File: src/hpdd_pkg.sv
// ----------------------------------------------------------------------------
// hpdd_pkg
// Shared widths, types and the square-root step for the Hankel pair distance.
// ----------------------------------------------------------------------------
`default_nettype none

package hpdd_pkg;

  localparam int SAMPLE_WIDTH = 16;
  localparam int PAIR_W       = SAMPLE_WIDTH + 1;
  localparam int SQ_W         = 2 * PAIR_W;
  localparam int ACC_W        = 48;
  localparam int EXT_W        = ((SQ_W > ACC_W) ? SQ_W : ACC_W) + 1;
  localparam int ROOT_W       = ACC_W / 2 + 1;
  localparam int NUM_W        = ROOT_W + 2;
  localparam int DIST_W       = 32;
  localparam int FRAC_W       = 14;
  localparam int QUEUE_DEPTH  = 2;
  localparam int QPTR_W       = $clog2(QUEUE_DEPTH);
  localparam int QCNT_W       = $clog2(QUEUE_DEPTH + 1);

  // 2 + 2 in the root domain (roots carry 14 fraction bits), halved later
  localparam logic [NUM_W-1:0] FOUR_Q14 = NUM_W'(4) << FRAC_W;
  localparam logic [ACC_W-1:0] ROOT_PROBE_TOP = ACC_W'(1) << (ACC_W - 2);

  typedef struct packed {
    logic [ACC_W-1:0] x_total;
    logic [ACC_W-1:0] y_total;
  } totals_t;

  typedef struct packed {
    logic empty;
    logic full;
  } queue_status_t;

  typedef struct packed {
    logic [ACC_W-1:0] rem;
    logic [ACC_W-1:0] res;
  } root_t;

  typedef enum logic [1:0] {
    BK_IDLE,
    BK_ROOT,
    BK_HOLD
  } back_state_e;

  function automatic logic [ACC_W-1:0] sat_accumulate(logic [ACC_W-1:0] acc,
                                                      logic [SQ_W-1:0]  sq);
    logic [EXT_W-1:0] sum;
    sum = EXT_W'(acc) + EXT_W'(sq);
    if (|sum[EXT_W-1:ACC_W]) begin
      return {ACC_W{1'b1}};
    end
    return sum[ACC_W-1:0];
  endfunction

  function automatic root_t sqrt_step(root_t cur, logic [ACC_W-1:0] probe);
    logic [ACC_W:0] trial;
    root_t          nxt;
    trial = {1'b0, cur.res} + {1'b0, probe};
    if ({1'b0, cur.rem} >= trial) begin
      nxt.rem = cur.rem - trial[ACC_W-1:0];
      nxt.res = (cur.res >> 1) + probe;
    end else begin
      nxt.rem = cur.rem;
      nxt.res = cur.res >> 1;
    end
    return nxt;
  endfunction

endpackage

`default_nettype wire

File: src/hpdd_back.sv
// ----------------------------------------------------------------------------
// hpdd_back
// Take both square roots two bits a cycle and form the distance.
// ----------------------------------------------------------------------------
`default_nettype none

module hpdd_back
  import hpdd_pkg::*;
(
  input  wire logic                     clk_i,
  input  wire logic                     rst_ni,
  input  wire queue_status_t            q_status_i,
  input  wire totals_t                  pop_data_i,
  output      logic                     pop_o,
  output      logic                     out_valid_o,
  input  wire logic                     out_ready_i,
  output      logic signed [DIST_W-1:0] distance_o
);

  back_state_e              state_q, state_d;
  root_t                    root_x_q, root_x_d, root_y_q, root_y_d;
  logic [ACC_W-1:0]         probe_q, probe_d;
  logic                     out_valid_q, out_valid_d;
  logic signed [DIST_W-1:0] dist_q;
  logic                     slot_free;
  logic                     load_out;
  logic [NUM_W-1:0]         num;
  logic signed [DIST_W-1:0] dist_new;

  assign slot_free = !out_valid_q || out_ready_i;

  always_comb begin
    state_d = state_q;
    case (state_q)
      BK_IDLE: if (!q_status_i.empty) state_d = BK_ROOT;
      BK_ROOT: if (probe_q[0]) state_d = BK_HOLD;
      BK_HOLD: if (slot_free) state_d = BK_IDLE;
      default: state_d = BK_IDLE;
    endcase
  end

  always_comb begin
    pop_o    = 1'b0;
    load_out = 1'b0;
    case (state_q)
      BK_IDLE: pop_o    = !q_status_i.empty;
      BK_HOLD: load_out = slot_free;
      default: begin
        pop_o    = 1'b0;
        load_out = 1'b0;
      end
    endcase
  end

  always_comb begin
    root_x_d = root_x_q;
    root_y_d = root_y_q;
    probe_d  = probe_q;
    if (pop_o) begin
      root_x_d = '{rem: pop_data_i.x_total, res: '0};
      root_y_d = '{rem: pop_data_i.y_total, res: '0};
      probe_d  = ROOT_PROBE_TOP;
    end else if (state_q == BK_ROOT) begin
      root_x_d = sqrt_step(root_x_q, probe_q);
      root_y_d = sqrt_step(root_y_q, probe_q);
      probe_d  = probe_q >> 2;
    end
  end

  assign num      = FOUR_Q14 - NUM_W'(root_x_q.res[ROOT_W-1:0])
                             - NUM_W'(root_y_q.res[ROOT_W-1:0]);
  assign dist_new = DIST_W'($signed(num) >>> 1);

  always_comb begin
    out_valid_d = out_valid_q;
    if (load_out) begin
      out_valid_d = 1'b1;
    end else if (out_ready_i) begin
      out_valid_d = 1'b0;
    end
  end

  always_ff @(posedge clk_i or negedge rst_ni) begin
    if (!rst_ni) begin
      state_q     <= BK_IDLE;
      out_valid_q <= 1'b0;
    end else begin
      state_q     <= state_d;
      out_valid_q <= out_valid_d;
    end
  end

  always_ff @(posedge clk_i) begin
    root_x_q <= root_x_d;
    root_y_q <= root_y_d;
    probe_q  <= probe_d;
    if (load_out) begin
      dist_q <= dist_new;
    end
  end

  assign out_valid_o = out_valid_q;
  assign distance_o  = dist_q;

endmodule

`default_nettype wire

File: config.mk
export PLATFORM = sky130hd
export DESIGN_NAME = hpdd_back
export DESIGN_NICKNAME = d
export VERILOG_FILES = /design/src/hpdd_pkg.sv /design/src/hpdd_back.sv
export SDC_FILE = /design/constraint.sdc
export NUM_CORES = 1
export LEC_CHECK = 0
export BUFFER_PORTS_ARGS = -buffer_cell sky130_fd_sc_hd__buf_2
export CAP_MARGIN = 20
export CORE_AREA = 2 2 279 281
export DETAILED_ROUTE_END_ITERATION = 6
export DIE_AREA = 0 0 281 283
export GPL_ROUTABILITY_DRIVEN = 0
export MAX_ROUTING_LAYER = met4
export PLACE_DENSITY = 0.48
export SYNTH_ARGS = -nofsm -noshare
export SYNTH_HDL_FRONTEND = slang
export SYNTH_SLANG_ARGS = --single-unit
File: constraint.sdc
create_clock -name clk_i -period 11.7 [get_ports clk_i]
set_input_delay 1.17 -clock clk_i [delete_from_list [all_inputs] [get_ports clk_i]]
set_output_delay 1.17 -clock clk_i [all_outputs]
set_load 0.1 [all_outputs]
### Word-level counts from Yosys, hierarchy flattened

Index checks and enable logic that the tools add are counted.

* register bits: 245
* latch bits: 0
* memory bits (writable): 0
* ROM bits: 0
* output and inout bits: 34
* memories: 0

* add/subtract/negate cells: 8
* multiply operators: 0
* div/mod/pow operators: 0
* magnitude comparators: 2
* equal/unequal tests: 5
* shift-type cells: 0
* muxes and demuxes: 14
* bitwise operators: 0
* reduce and logical (&&, ||, !) cells: 11

Operator list (number)
* 2-to-1 mux 96 bit: 6
* adder 48 x 47 -> 49 bit: 2
* greater-or-equal comparator 48 x 49 -> 1 bit: 2
* adder 47 x 47 -> 48 bit: 2
* subtractor 48 bit: 2
* subtractor 26 x 26 -> 27 bit: 1
* subtractor 17 x 25 -> 26 bit (first input constant): 1
* nonzero test 2 bit: 4
* 2-to-1 mux 2 bit: 3
* != test 2 bit (second input constant): 3
* one-hot mux 2 bit (3 select lines): 1
* 2-to-1 mux 1 bit: 4
* AND reduction 2 bit: 2
* AND reduction 3 bit: 1
* equality test 2 x 1 -> 1 bit (second input constant): 1
* equality test 2 bit (second input constant): 1
* logical NOT 1 bit: 2
* logical NOT 2 bit: 1
* logical OR 1 bit: 1

### Longest topological paths before layout

* depth after elaboration: 5
* mapped depth: 27
* depth with buffers taken out: 23

### Least setup slack after synthesis

Ideal clock, no wire load.

* path kind: reg2reg
* start: reg root_y_q[6] (netlist name)
* end: reg root_y_q[48] (netlist name), enable pin
* library setup time: 0.406 ns
* arrival time: 5.525 ns
* required time: 11.294 ns
* setup slack: 5.769 ns
* stages on the path, launching flop included: 23
* clock period less this slack: 5.931 ns
* cell sequence: dfxtp_1 > ha_1 > nand4_1 > o21ai_1 > a21o_1 > o21ai_1 > o41ai_1 > a21oi_1 > o21bai_1 > a31oi_1 > o21bai_1 > xnor2_1 > ha_1 > nand2_1 > nor4_1 > nand4_1 > o21bai_1 > nor2_1 > a311o_1 > nor2_4 > nand2_1 > buf_2 > nand2_1

* word-level cells in the longest chain between the ends: 4

RTL lines
* from (decl): line hpdd_back.sv:21 `root_t root_x_q, root_x_d, root_y_q, root_y_d;`
* from (signal assigned): line hpdd_back.sv:95 `root_y_q <= root_y_d;`
* adder 48 x 47 -> 49 bit: line hpdd_pkg.sv:60 `trial = {1'b0, cur.res} + {1'b0, probe};`
* greater-or-equal comparator 48 x 49 -> 1 bit: line hpdd_pkg.sv:61 `if ({1'b0, cur.rem} >= trial) begin`
* nonzero test 2 bit (no source line)
* AND reduction 2 bit (no source line)

Every way passes these cells.
A chain may end at the register's enable or synchronous reset.

### Worst setup path in the final report

* start: reg probe_q[2]
* end: reg root_y_q[94] (netlist name), enable pin

* word-level cells in the longest chain between the ends: 4

RTL lines
* from (decl): line hpdd_back.sv:22 `logic [ACC_W-1:0] probe_q, probe_d;`
* from (signal assigned): line hpdd_back.sv:96 `probe_q <= probe_d;`
* adder 48 x 47 -> 49 bit: line hpdd_pkg.sv:60
* greater-or-equal comparator 48 x 49 -> 1 bit: line hpdd_pkg.sv:61
* nonzero test 2 bit (no source line)
* AND reduction 2 bit (no source line)

Every way passes these cells.

==> flow_summary_export.csv <==
group,metric,value,unit
outcome,status,"complete, no violations",
drt,drtPass1Iterations,6,
synth,ys.flop_type,"edfxtp_1",
worst_setup_path,rrSetupSlack,4.00,ns
synth,syn-num-nets,3215,
synth,synth_edf_count,122,
place,dp_hpwl,55.66,mm
timing,fin_worst_skew,0.02875,ns
floorplanning,initial_core_util,29.79,%
floorplanning,rows,102,
cells_and_area,fin_nets,3259,
cells_and_area,diodes,0,
synth,synth_most_common_cell,"nand2_1",
worst_setup_path,worstPathRequired,11.86,ns
clocking,clock_path_buffers,3,
clocking,cts_hold_buf,0,
synth,ys_warn_count,0,
clocking,cts.sinks,245,
timing,tightest_slew,0.8859,ns
worst_setup_path,rr_worst_depth,23,
global_route,antenna_found_initial,1,
synth,syn_area,22850,sq um
synth,synth_common_cells,"391 x nand2_1, 334 x o21ai_0, 221 x ha_1",
place,io_buffers,133,
timing,finalSetupTns,0,ns
synth,ys_types,80,
clocking,clk_pin_slew,0.06,ns
synth,synth_top_area_share,16.04,%
worst_setup_path,path_max_fanout,48,
worst_setup_path,start_kind,"flop",
worst_setup_path,cp_slowest_cell,"nand2_2",
drt,drt-wirelength-per-cell,18.31,um
clocking,post_cts.repair.setup_buffers,0,
global_route,grt_use_total,18.69,%
synth,yosysTopAreaCell,"edfxtp_1",
cells_and_area,drive_above_1_share,8.784,%
global_route,grt_pass1_wl,115.6,mm
drt,drtIter0Drc,1351,
synth,synth_seq_cells,245,
clocking,cts_made_buffers,36,
timing,fin_ws,4.003,ns
floorplanning,die-area,79520,sq um
global_route,grt_pass1_vias,20160,
cells_and_area,area_delta_synth_final,11.48,%
worst_setup_path,timing.rr.start,"probe_q[2]",
floorplanning,core-area,76700,sq um
clocking,cts_root_buf,"clkbuf_16",
hold_path,hold_class,"input port to async pin",
floorplanning,ios,135,
timing,relSlewSlack,40.94,%
timing,min_period,7.697,ns
drt,route.detailed.drc,0,
drt,postRouteAntennaNets,0,
synth,syn_avg_cell_area,7.905,sq um
worst_setup_path,r2r_end,"root_y_q[94]",
clocking,insertion_delay,0.56,ns
run,cap_violations,0,
global_route,overflow,0,
worst_setup_path,worstPathCellList,"ha_1 > a31oi_1 > o21ai_1 > a21o_1 > o21ai_1 > o41ai_1 > a21oi_1 > o21bai_1 > a31oi_1 > o21bai_1 > xnor2_1 > ha_1 > nand2_1 > nor4_1 > nand4_1 > o21bai_1 > nor2_1 > a311o_1 > buf_4 > nor2_4 > nand2_2 > nand2_2 > buf_4",
synth,synth.top_cells.by_area,"edfxtp_1 16%, ha_1 12%, dfxtp_1 11%",
floorplanning,die_height,283,um
floorplanning,fp.dieW,281,um
clocking,h-tree-depth,2,
synth,synth_cells,2890,
place,place_worst_setup_slack,3.863,ns
worst_setup_path,crit_type,"flop to flop",
timing,rsz0062_at_grt,"false",
drt,wl,73.23,mm
worst_setup_path,worst_setup_path_end_kind,"flop",
worst_setup_path,crit_arrival,7.86,ns
timing,fmax,0.1299,GHz
worst_setup_path,cp_common_cell,"o21bai_1",
timing,finalHoldViolCount,0,
worst_setup_path,cpPeakStageDelay,0.66,ns
timing,slew_violations,0,
global_route,grt_max_degree,74,
synth,async_flop_share,1.224,%
timing,fin_crit_sh,65.79,%
drt,via_per_inst,5.215,
timing,setup_viol,0,
clocking,cts_resized,0,
clocking,tritoncts,"yes",
synth,ys_seq_area_share,26.88,%
drt,num_vias,20860,
## layout by cell type (no fill, tap or decap), types with 8 or more instances in the layout
master / n
and3_1: 24
nand4_1: 40
or3_1: 14
clkbuf_16: 38
nand2b_1: 37
and2_1: 16
o21bai_1: 49
nand2_1: 388
a211oi_1: 16
a21o_1: 80
ha_1: 221
edfxtp_1: 122
nor3b_1: 10
o21ai_1: 19
clkbuf_1: 10
o31ai_1: 10
nor3_1: 61
a21oi_1: 181
o211ai_1: 12
o21a_1: 16
a41oi_1: 11
nor2b_1: 27
buf_4: 18
o21ai_0: 334
nor2_1: 146
nor4_1: 21
buf_2: 133
mux2i_1: 17
xor2_1: 134
or2_2: 9
nand3_1: 136
a31oi_1: 84
a22o_1: 8
a31o_2: 23
dfxtp_1: 120
clkinv_2: 11
xnor2_1: 170
inv_1: 79
## area by class of cell
type	instances	area, sq um
fillers	8228	51230
multi-input cells	2420	15800
flip-flops and latches	245	6141
well taps	1040	1301
clock buffers	50	1016
repair buffers	151	800.8
inverters	80	301.5
clock inverters	14	105.1
## how the worst max path moves through the flow
stage / start / endpoint / slack, ns / cells past startpoint
4_1_cts: probe_q[2] / root_y_q[86] / 3.85 / 23
3_5_place_dp: probe_q[2] / root_y_q[88] / 3.86 / 23
6_report: probe_q[2] / root_y_q[94] / 4.00 / 23
3_3_place_gp: probe_q[2] / root_y_q[91] / 3.92 / 23
2_1_floorplan: root_y_q[6] / root_y_q[48] / 5.77 / 22
5_1_grt: probe_q[6] / root_y_q[94] / 3.26 / 23
## state kept, by name, indices dropped and copies added (netlist names)
signal,flops
distance_o,26
out_valid_o,1
probe_q,24
root_x_q,96
root_y_q,96
state_q,2
## routing by layer
metal | share of wire, % | global-route usage (%) | vias to the layer above
met4 | 2.7 | 5.294 | 0
li1 | - | - | 10650
met3 | 3.5 | 2.119 | 89
met2 | 46 | 29.49 | 328
met5 | 0 | - | -
met1 | 48 | 25.13 | 9790
## cell families (layout without fill, tap and decap cells)
logic type,count (synthesis),after routing,synth area share (%)
simple gates,953,953,19.34
compound gates,921,921,24.87
xor+xnor,304,304,11.65
flops,245,245,26.88
buf+inv,225,295,4.091
fa+ha+maj,224,224,12.37
mux,18,18,0.7941
## critical path: cells and delay by family, from the launching register on
| kind | cells | cell delay [ns] |
|---|---|---|
| and+or+nand+nor | 7 | 2.06 |
| AOI/OAI and AO/OA | 11 | 3.04 |
| xor gates and xnor gates | 1 | 0.09 |
| buffers and inverters | 2 | 0.85 |
| DFF | 1 | 0.41 |
| adders and majority gates | 2 | 0.78 |
## per-stage QoR
stage	instance area, sq um	hold WS, ns	utilization, %	instances
2_1_floorplan	22850	0.4690	-	2890
3_3_place_gp	24350	0.4928	31.74	3936
3_5_place_dp	24350	0.5007	31.74	3936
4_1_cts	25470	0.3751	33.21	4000
5_1_grt	25470	0.3854	33.21	4000
6_report	25470	0.4027	33.21	4000
Power is left out: the tool's default activity adds up to more than one toggle a clock period on the data nets, which glitch-free logic cannot reach.
