`src/hpdd_pkg.sv`:
```
// ----------------------------------------------------------------------------
// hpdd_pkg
// Shared widths, types and the square-root step for the Hankel pair distance.
// ----------------------------------------------------------------------------
`default_nettype none

package hpdd_pkg;

  localparam int SAMPLE_WIDTH = 16;
  localparam int PAIR_W       = SAMPLE_WIDTH + 1;
  localparam int SQ_W         = 2 * PAIR_W;
  localparam int ACC_W        = 48;
  localparam int EXT_W        = ((SQ_W > ACC_W) ? SQ_W : ACC_W) + 1;
  localparam int ROOT_W       = ACC_W / 2 + 1;
  localparam int NUM_W        = ROOT_W + 2;
  localparam int DIST_W       = 32;
  localparam int FRAC_W       = 14;
  localparam int QUEUE_DEPTH  = 2;
  localparam int QPTR_W       = $clog2(QUEUE_DEPTH);
  localparam int QCNT_W       = $clog2(QUEUE_DEPTH + 1);

  // 2 + 2 in the root domain (roots carry 14 fraction bits), halved later
  localparam logic [NUM_W-1:0] FOUR_Q14 = NUM_W'(4) << FRAC_W;
  localparam logic [ACC_W-1:0] ROOT_PROBE_TOP = ACC_W'(1) << (ACC_W - 2);

  typedef struct packed {
    logic [ACC_W-1:0] x_total;
    logic [ACC_W-1:0] y_total;
  } totals_t;

  typedef struct packed {
    logic empty;
    logic full;
  } queue_status_t;

  typedef struct packed {
    logic [ACC_W-1:0] rem;
    logic [ACC_W-1:0] res;
  } root_t;

  typedef enum logic [1:0] {
    BK_IDLE,
    BK_ROOT,
    BK_HOLD
  } back_state_e;

  function automatic logic [ACC_W-1:0] sat_accumulate(logic [ACC_W-1:0] acc,
                                                      logic [SQ_W-1:0]  sq);
    logic [EXT_W-1:0] sum;
    sum = EXT_W'(acc) + EXT_W'(sq);
    if (|sum[EXT_W-1:ACC_W]) begin
      return {ACC_W{1'b1}};
    end
    return sum[ACC_W-1:0];
  endfunction

  function automatic root_t sqrt_step(root_t cur, logic [ACC_W-1:0] probe);
    logic [ACC_W:0] trial;
    root_t          nxt;
    trial = {1'b0, cur.res} + {1'b0, probe};
    if ({1'b0, cur.rem} >= trial) begin
      nxt.rem = cur.rem - trial[ACC_W-1:0];
      nxt.res = (cur.res >> 1) + probe;
    end else begin
      nxt.rem = cur.rem;
      nxt.res = cur.res >> 1;
    end
    return nxt;
  endfunction

endpackage

`default_nettype wire

```
`src/hpdd_queue.sv`:
```
// ----------------------------------------------------------------------------
// hpdd_queue
// Short queue of finished totals between the accumulator and the root unit.
// ----------------------------------------------------------------------------
`default_nettype none

module hpdd_queue
  import hpdd_pkg::*;
(
  input  wire logic    clk_i,
  input  wire logic    rst_ni,
  input  wire logic    push_i,
  input  wire totals_t push_data_i,
  input  wire logic    pop_i,
  output      totals_t pop_data_o,
  output      queue_status_t status_o
);

  totals_t             entry_q [QUEUE_DEPTH];
  logic [QPTR_W-1:0]   wr_ptr_q, wr_ptr_d, rd_ptr_q, rd_ptr_d;
  logic [QCNT_W-1:0]   cnt_q, cnt_d;
  logic                do_push, do_pop;

  assign status_o.empty = (cnt_q == '0);
  assign status_o.full  = (cnt_q == QCNT_W'(QUEUE_DEPTH));
  assign do_push        = push_i && !status_o.full;
  assign do_pop         = pop_i && !status_o.empty;
  assign pop_data_o     = entry_q[rd_ptr_q];

  always_comb begin
    wr_ptr_d = wr_ptr_q;
    rd_ptr_d = rd_ptr_q;
    cnt_d    = cnt_q;
    if (do_push) begin
      wr_ptr_d = (wr_ptr_q == QPTR_W'(QUEUE_DEPTH - 1)) ? '0 : wr_ptr_q + 1'b1;
    end
    if (do_pop) begin
      rd_ptr_d = (rd_ptr_q == QPTR_W'(QUEUE_DEPTH - 1)) ? '0 : rd_ptr_q + 1'b1;
    end
    case ({do_push, do_pop})
      2'b10:   cnt_d = cnt_q + 1'b1;
      2'b01:   cnt_d = cnt_q - 1'b1;
      default: cnt_d = cnt_q;
    endcase
  end

  always_ff @(posedge clk_i or negedge rst_ni) begin
    if (!rst_ni) begin
      wr_ptr_q <= '0;
      rd_ptr_q <= '0;
      cnt_q    <= '0;
    end else begin
      wr_ptr_q <= wr_ptr_d;
      rd_ptr_q <= rd_ptr_d;
      cnt_q    <= cnt_d;
    end
  end

  always_ff @(posedge clk_i) begin
    if (do_push) begin
      entry_q[wr_ptr_q] <= push_data_i;
    end
  end

endmodule

`default_nettype wire

```
`config.mk`:
```
export PLATFORM = sky130hd
export DESIGN_NAME = hpdd_queue
export DESIGN_NICKNAME = d
export VERILOG_FILES = /design/src/hpdd_pkg.sv /design/src/hpdd_queue.sv
export SDC_FILE = /design/constraint.sdc
export NUM_CORES = 1
export LEC_CHECK = 0
export BUFFER_PORTS_ARGS = -buffer_cell sky130_fd_sc_hd__buf_2
export CORE_MARGIN = 3
export CORE_UTILIZATION = 56
export CTS_CLUSTER_DIAMETER = 30
export DETAILED_ROUTE_END_ITERATION = 7
export PLACE_DENSITY_LB_ADDON = 0.12
export REMOVE_ABC_BUFFERS = 1
export SKIP_CTS_REPAIR_TIMING = 1
export SLEW_MARGIN = 10
export SYNTH_ARGS = -nofsm -noshare
export SYNTH_HDL_FRONTEND = slang
export SYNTH_SLANG_ARGS = --single-unit
export TNS_END_PERCENT = 30
```
`constraint.sdc`:
```
create_clock -name clk_i -period 11.5 [get_ports clk_i]
set_input_delay 1.15 -clock clk_i [delete_from_list [all_inputs] [get_ports clk_i]]
set_output_delay 1.15 -clock clk_i [all_outputs]
set_load 0.1 [all_outputs]
```
After elaboration in Yosys (flattened, before gate mapping)
Memory sizes are Yosys's and may differ from the RTL's.
Index checks and enable logic that the tools add are counted.
Operators by class
  div/mod/pow operators: 0
  magnitude comparators: 0
  equality and inequality tests: 3
  muxes and demuxes: 5
  $add $sub $neg: 4
  bitwise operators: 0
  shift-type cells: 0
  $mul: 0
  reductions and logical operators: 6
Operator list (count)
  == test 2 bit (second input constant): 2
  two-way mux 1 bit: 4
  one-hot mux 2 bit (2 select lines): 1
  adder 1 bit (second input constant): 2
  adder 2 x 1 -> 2 bit (second input constant): 1
  == test 2 x 1 -> 1 bit (second input constant): 1
  logical AND 1 bit: 2
  zero test 1 bit: 2
  zero test 2 bit: 1
  nonzero test 2 bit: 1
  subtractor 2 x 1 -> 2 bit (second input constant): 1
Word-level totals
  output and inout bits: 98
  memories: 1
  logic and storage cells: 22
  input bits: 100
  bits in read-only memories: 0
  RAM bits: 192
  bits in latches: 0
  flip-flop bits (word level): 4
Memories
  entry_q: depth 2, bits a word 96, read ports 1, clocked after Yosys merged registers in 0, wr ports 1, RTL line hpdd_queue.sv:19  | totals_t entry_q [QUEUE_DEPTH];

Logic depth before layout (Yosys ltp)
Gate-level depths: netlist (run 1).
  word-level depth: 5
  gate-level depth with buffers: 6

Least setup slack after synthesis (run 1)
OpenSTA, ideal clock, no wires.
  kind: input-to-reg
  from: input port push_i
  to: memory entry_q[0][0] in the netlist's numbering (enable)
  data arrival time: 5241 ps
  stages: 2
  path buffers: 0
  path slack: 5707 ps
  library setup time: 551 ps
  cells stage by stage: nand2_1 -> nor2_1
On the way
  word-level cells in the longest chain between the ends: 3
Ends and longest elaborated chain
  start, declared: RTL line hpdd_queue.sv:12  | input wire logic push_i,
  logical AND 1 bit: RTL line hpdd_queue.sv:26  | assign do_push = push_i && !status_o.full;
  two-way mux 1 bit: RTL line hpdd_queue.sv:60  | if (do_push) begin
  two-way mux 1 bit (implied by the code): RTL line hpdd_queue.sv:61  | entry_q[wr_ptr_q] <= push_data_i;
  end, declared: RTL line hpdd_queue.sv:19
Every way passes these cells.

==> flow_metrics.py, run 1 <==
metrics = {
    "cells_and_area": {
        "final_util_pct": 72.3,
        "drive_above_1_share_pct": 60.0,
        "final_cells": 705,
        "n_fill_cell": 861,
        "num_antenna_cells": 0,
        "area_growth_pct": 23.0,
        "fin_nets": 627,
    },
    "place": {
        "post-place-cells": 675,
        "numPortBuffers": 197,
        "hpwl_mm": 8.22,
        "gp_congestion": 0.735,
    },
    "timing": {
        "fin_tns_setup_ps": 0,
        "setup_viol_count_final": 0,
        "slew_headroom_pct": 43.9,
        "finalHoldViolCount": 0,
        "worst_slew_pin_slew_ps": 841,
        "period_needed_ps": 3960,
        "slew_violations": 0,
        "clock-skew-final_ps": 7.98,
        "hold_ws_ps": 521,
        "max_freq_mhz": 253,
        "fin_crit_sh_pct": 34.4,
        "rsz0062_at_grt": "no",
    },
    "global_routing": {
        "use_met1_pct": 21.6,
        "grt_busiest_layer": "met2",
        "grt_max_degree": 58,
        "grtUsageMet2_pct": 29.6,
        "antenna_found_initial": 2,
        "grt_pass1_vias": 3846,
        "grt_pass1_wl_mm": 19.6,
        "grt_util_met3_pct": 7.73,
        "grt.overflow.total": 0,
        "track_usage_pct": 18.2,
    },
    "floorplanning": {
        "die_w_um": 120,
        "start_util_pct": 58.8,
        "coreArea_um2": 12300,
        "die_h_um": 120,
        "die_area_um2": 14300,
        "rows": 40,
        "ioPinCount": 198,
    },
    "route": {
        "via_count": 3620,
        "routedWlPerCell_um": 17.5,
        "antenna_left": 0,
        "route.detailed.drc": 0,
        "initialDrtViolationCount": 233,
        "vias_per_cell": 5.13,
        "routed_wl_mm": 12.3,
        "drtPass1Iterations": 4,
    },
    "yosys": {
        "ys_dominant_reg_cell": "edfxtp_1",
        "ys_top_cells_by_area": "edfxtp_1 (80%), mux2_2 (10%), mux2_4 (6.2%)",
        "synth_area_per_cell_um2": 22.8,
        "synth_edf_count": 192,
        "synth_commonest_cells": "edfxtp_1 (192), mux2_2 (66), mux2_4 (30)",
        "syn-cell-area_um2": 7240,
        "async_flop_share_pct": 2.04,
        "yosys.area.top_type": "edfxtp_1",
        "syn_inst": 317,
        "ys_types": 15,
        "seq_area_frac_synth_pct": 81.0,
        "synth_seq_cells": 196,
        "synth_top_area_share_pct": 79.6,
        "post-synth-top-count-cell": "edfxtp_1",
        "synth_warnings": 0,
    },
    "clocking": {
        "cts-root-buf": "clkbuf_16",
        "cts_num_sinks": 196,
        "cts_tree": "done",
        "path_clk_slew_ps": 60,
        "h-tree-depth": 4,
        "cts_made_buffers": 17,
        "clk_latency_ps": 420,
        "cts_buffer_depth": 2,
    },
    "setup_path": {
        "cp_data_arrival_time_ps": 2810,
        "critPathMaxFanout": 57,
        "critical_path.endpoint_type": "primary output",
        "critPathKind": "reg2out",
        "startpoint_type": "register",
        "worstPathRequired_ps": 10350,
    },
    "run": {
        "maxCapViolCount": 0,
    },
    "hold_path": {
        "hold_path_class": "reg2reg",
    },
    "run_status": {
        "status": "complete, no violations",
    },
}
[worst paths after layout]
kind | depth (start not counted) | slack, ps | from | end
min in group asynchronous | 1 | 530 | rst_ni | cnt_q[0]
min reg2reg | 1 | 520 | cnt_q[1] | cnt_q[1]
max in group asynchronous | 1 | 10830 | rst_ni | rd_ptr_q
max | 3 | 7540 | rd_ptr_q | pop_data_o[80]
min | 1 | 520 | cnt_q[1] | cnt_q[1]
max reg2reg | 5 | 9100 | cnt_q[0] | entry_q[0][93]
[through the flow]
step | setup WS, ps | area (um2)
6_report | 7540 | 8900
5_1_grt | 7360 | 8900
4_1_cts | 7480 | 8900
3_5_place_dp | 7950 | 8400
3_3_place_gp | 7950 | 8400
2_1_floorplan | 5710 | 7150
[cells in the final DEF, fill, tap and decap left out, types with 2 or more instances in the layout]
master and instances:
buf_2 197, buf_4 4, clkbuf_1 4, clkbuf_16 17, clkinv_1 4, clkinv_2 4
dfrtp_1 3, edfxtp_1 192, mux2_2 66, mux2_4 30, nor2_1 2, xnor2_1 3
xor2_1 2
[logic make-up after synthesis]
family	synth area share, %
adders and majority gates	0.173
DFF	81.0
muxes	16.5
xor gates and xnor gates	0.605
buffers and inverters	1.24
and+or+nand+nor	0.467
[critical path, cell delays in order (launching register included)]
cell,delay [ps]
dfrtp_4,830
buf_4,780
mux2_2,320
buf_2,430
[flip-flops by register name, indices dropped and copies added (netlist names)]
register	cells
cnt_q	2
entry_q	192
rd_ptr_q	1
wr_ptr_q	1
[cell type report]
| class | count | area, um2 | area share, % |
|---|---|---|---|
| clock buffers | 21 | 440 | 4.95 |
| clock inverters | 9 | 65.1 | 0.731 |
| inverters | 1 | 3.75 | 0.0422 |
| multi-input cells | 109 | 1300 | 14.6 |
| flip-flops and latches | 196 | 5870 | 65.9 |
| well taps | 168 | 210 | 2.36 |
| repair buffers | 201 | 1020 | 11.4 |
[layer usage]
| layer | share of wire, % | up-vias | wire [um] |
|---|---|---|---|
| met5 | 0.24 | - | 30 |
| met3 | 8.7 | 15 | 1070 |
| met4 | 1.4 | 4 | 170 |
| met2 | 51 | 137 | 6300 |
| li1 | - | 1682 | - |
| met1 | 38 | 1782 | 4730 |
Power of run 1 is not shown: default switching activity piles up to over one toggle a cycle in this logic, so the estimate is an artifact.
==> run 2, diff against run 1 <==
--- a/config.mk
+++ b/config.mk
@@ -7,7 +7,7 @@
 export LEC_CHECK = 0
 export BUFFER_PORTS_ARGS = -buffer_cell sky130_fd_sc_hd__buf_2
 export CORE_MARGIN = 3
-export CORE_UTILIZATION = 56
+export CORE_UTILIZATION = 47
 export CTS_CLUSTER_DIAMETER = 30
 export DETAILED_ROUTE_END_ITERATION = 7
 export PLACE_DENSITY_LB_ADDON = 0.12
==> constraint.sdc (replaced) <==
create_clock -name clk_i -period 3.3 [get_ports clk_i]
set_input_delay 0.33 -clock clk_i [delete_from_list [all_inputs] [get_ports clk_i]]
set_output_delay 0.33 -clock clk_i [all_outputs]
set_load 0.1 [all_outputs]
==> flow_metrics.py, run 2 (synthesis results as in run 1) <==
metrics = {
    "run_status": {
        "status": "complete, no violations",
    },
    "route": {
        "route.detailed.drc": 0,
        "routedWlPerCell_um": 17.9,
        "routed_wl_mm": 12.9,
        "antenna_left": 0,
        "drtPass1Iterations": 4,
        "vias_per_cell": 4.98,
        "via_count": 3613,
        "initialDrtViolationCount": 247,
    },
    "run": {
        "maxCapViolCount": 0,
    },
    "timing": {
        "rsz0062_at_grt": "no",
        "slew_violations": 0,
        "period_needed_ps": 2630,
        "clock-skew-final_ps": 4.70,
        "fin_crit_sh_pct": 79.6,
        "worst_slew_pin_slew_ps": 720,
        "slew_headroom_pct": 52.0,
        "setup_viol_count_final": 0,
        "finalHoldViolCount": 0,
        "max_freq_mhz": 381,
    },
    "setup_path": {
        "reg2reg_to": "entry_q[0][65]",
        "reg2reg_slack_ps": 1460,
        "startpoint_type": "register",
        "critPathKind": "reg2out",
        "worstPathRequired_ps": 2970,
        "critPathMaxFanout": 37,
        "critPathMaxStageDelay_ps": 800,
        "r2r_start": "cnt_q[0]",
        "critPathSlowestCell": "dfrtp_4",
        "crit_chain": "buf_4, mux2_2, buf_2",
        "critical_path.endpoint_type": "primary output",
        "rr_worst_depth": 4,
        "cp_data_arrival_time_ps": 2300,
    },
    "floorplanning": {
        "die_h_um": 130,
        "coreArea_um2": 14800,
        "die_area_um2": 16900,
        "rows": 44,
        "die_w_um": 130,
        "ioPinCount": 198,
        "start_util_pct": 48.9,
    },
    "cells_and_area": {
        "largest_register_ffs": 192,
        "final_common_cell": "buf_2",
        "fin_nets": 629,
        "area_growth_pct": 25.2,
        "max_flop_register": "entry_q",
        "biggestRegsByFlops": "entry_q (192), cnt_q (2)",
        "num_antenna_cells": 0,
        "final_util_pct": 61.2,
        "n_fill_cell": 1113,
        "final_area_um2": 9060,
        "layout_common_cells": "buf_2 (197), edfxtp_1 (192), mux2_2 (66)",
        "drive_above_1_share_pct": 61.2,
    },
    "place": {
        "hpwl_mm": 8.35,
        "gp_congestion": 0.746,
        "numPortBuffers": 197,
        "placed_cell_area_um2": 8450,
    },
    "hold_path": {
        "hold_start": "push_data_i[2]",
        "hold_path_class": "in2reg",
        "min_to": "entry_q[1][2]",
        "min_path_cells": 1,
    },
    "global_routing": {
        "grt_pass1_vias": 3731,
        "grt_pass1_wl_mm": 19.0,
        "track_usage_pct": 15.3,
        "grt.overflow.total": 0,
        "grt_max_degree": 88,
        "antenna_found_initial": 1,
    },
    "clocking": {
        "cts_buffer_depth": 2,
        "cts-root-buf": "clkbuf_16",
        "h-tree-depth": 4,
        "cts_made_buffers": 17,
        "cts_tree": "done",
        "clk_latency_ps": 420,
        "path_clk_slew_ps": 70,
        "cts_num_sinks": 196,
    },
}
run 2: cell types whose count changed in the layout (fill, tap and decap cells not counted), sizes merged:
cell,previous run,this run
buf,201,202
clkinv,8,6
clkbuf,21,22
clkinvlp,0,1
dlygate4sd3,0,1
bufinv,1,3
run 2: how the worst max path moves through the flow:
stage / start / end / slack, ps / cells after the start
2_1_floorplan: cnt_q[0] / entry_q[0][0] / -1890 / 3
3_3_place_gp: rd_ptr_q / pop_data_o[18] / 1090 / 3
3_5_place_dp: rd_ptr_q / pop_data_o[93] / 1070 / 3
4_1_cts: rd_ptr_q / pop_data_o[93] / 600 / 3
5_1_grt: rd_ptr_q / pop_data_o[79] / 530 / 3
6_report: rd_ptr_q / pop_data_o[37] / 670 / 3
run 2: stage by stage:
step | std cells | hold slack (ps) | setup WS [ps] | TNS (ps)
finish | 725 | 96.1 | 674 | 0
global route | 725 | 72.3 | 526 | 0
CTS | 724 | -318 | 600 | 0
detailed placement | 692 | 146 | 1070 | 0
global placement | 692 | 142 | 1090 | 0
floorplan | 306 | 34.4 | -1890 | -225290
run 2: final cells by class:
type	instances	area (um2)	share of cell area, %
Clock buffer	22	474	5.23
Clock inverter	10	131	1.45
Inverter	1	3.75	0.0414
Multi-Input combinational cell	109	1300	14.3
Sequential cell	196	5870	64.8
Tap cell	184	230	2.54
Timing Repair Buffer	203	1060	11.7
run 2: metal layers:
layer / vias up / wire length, um / GRT usage (%)
met5: - / 8 / 0
met4: 2 / 312 / 7.76
met3: 25 / 1190 / 6.63
met2: 139 / 6340 / 23.9
met1: 1767 / 5100 / 18.0
li1: 1680 / - / -
run 2: critical path, delay by kind of cell (launching register included):
kind     cells  cell delay, ps
flops        1             800
buf+inv      2             690
mux          1             380
Power of run 2 is left out for the same reason.
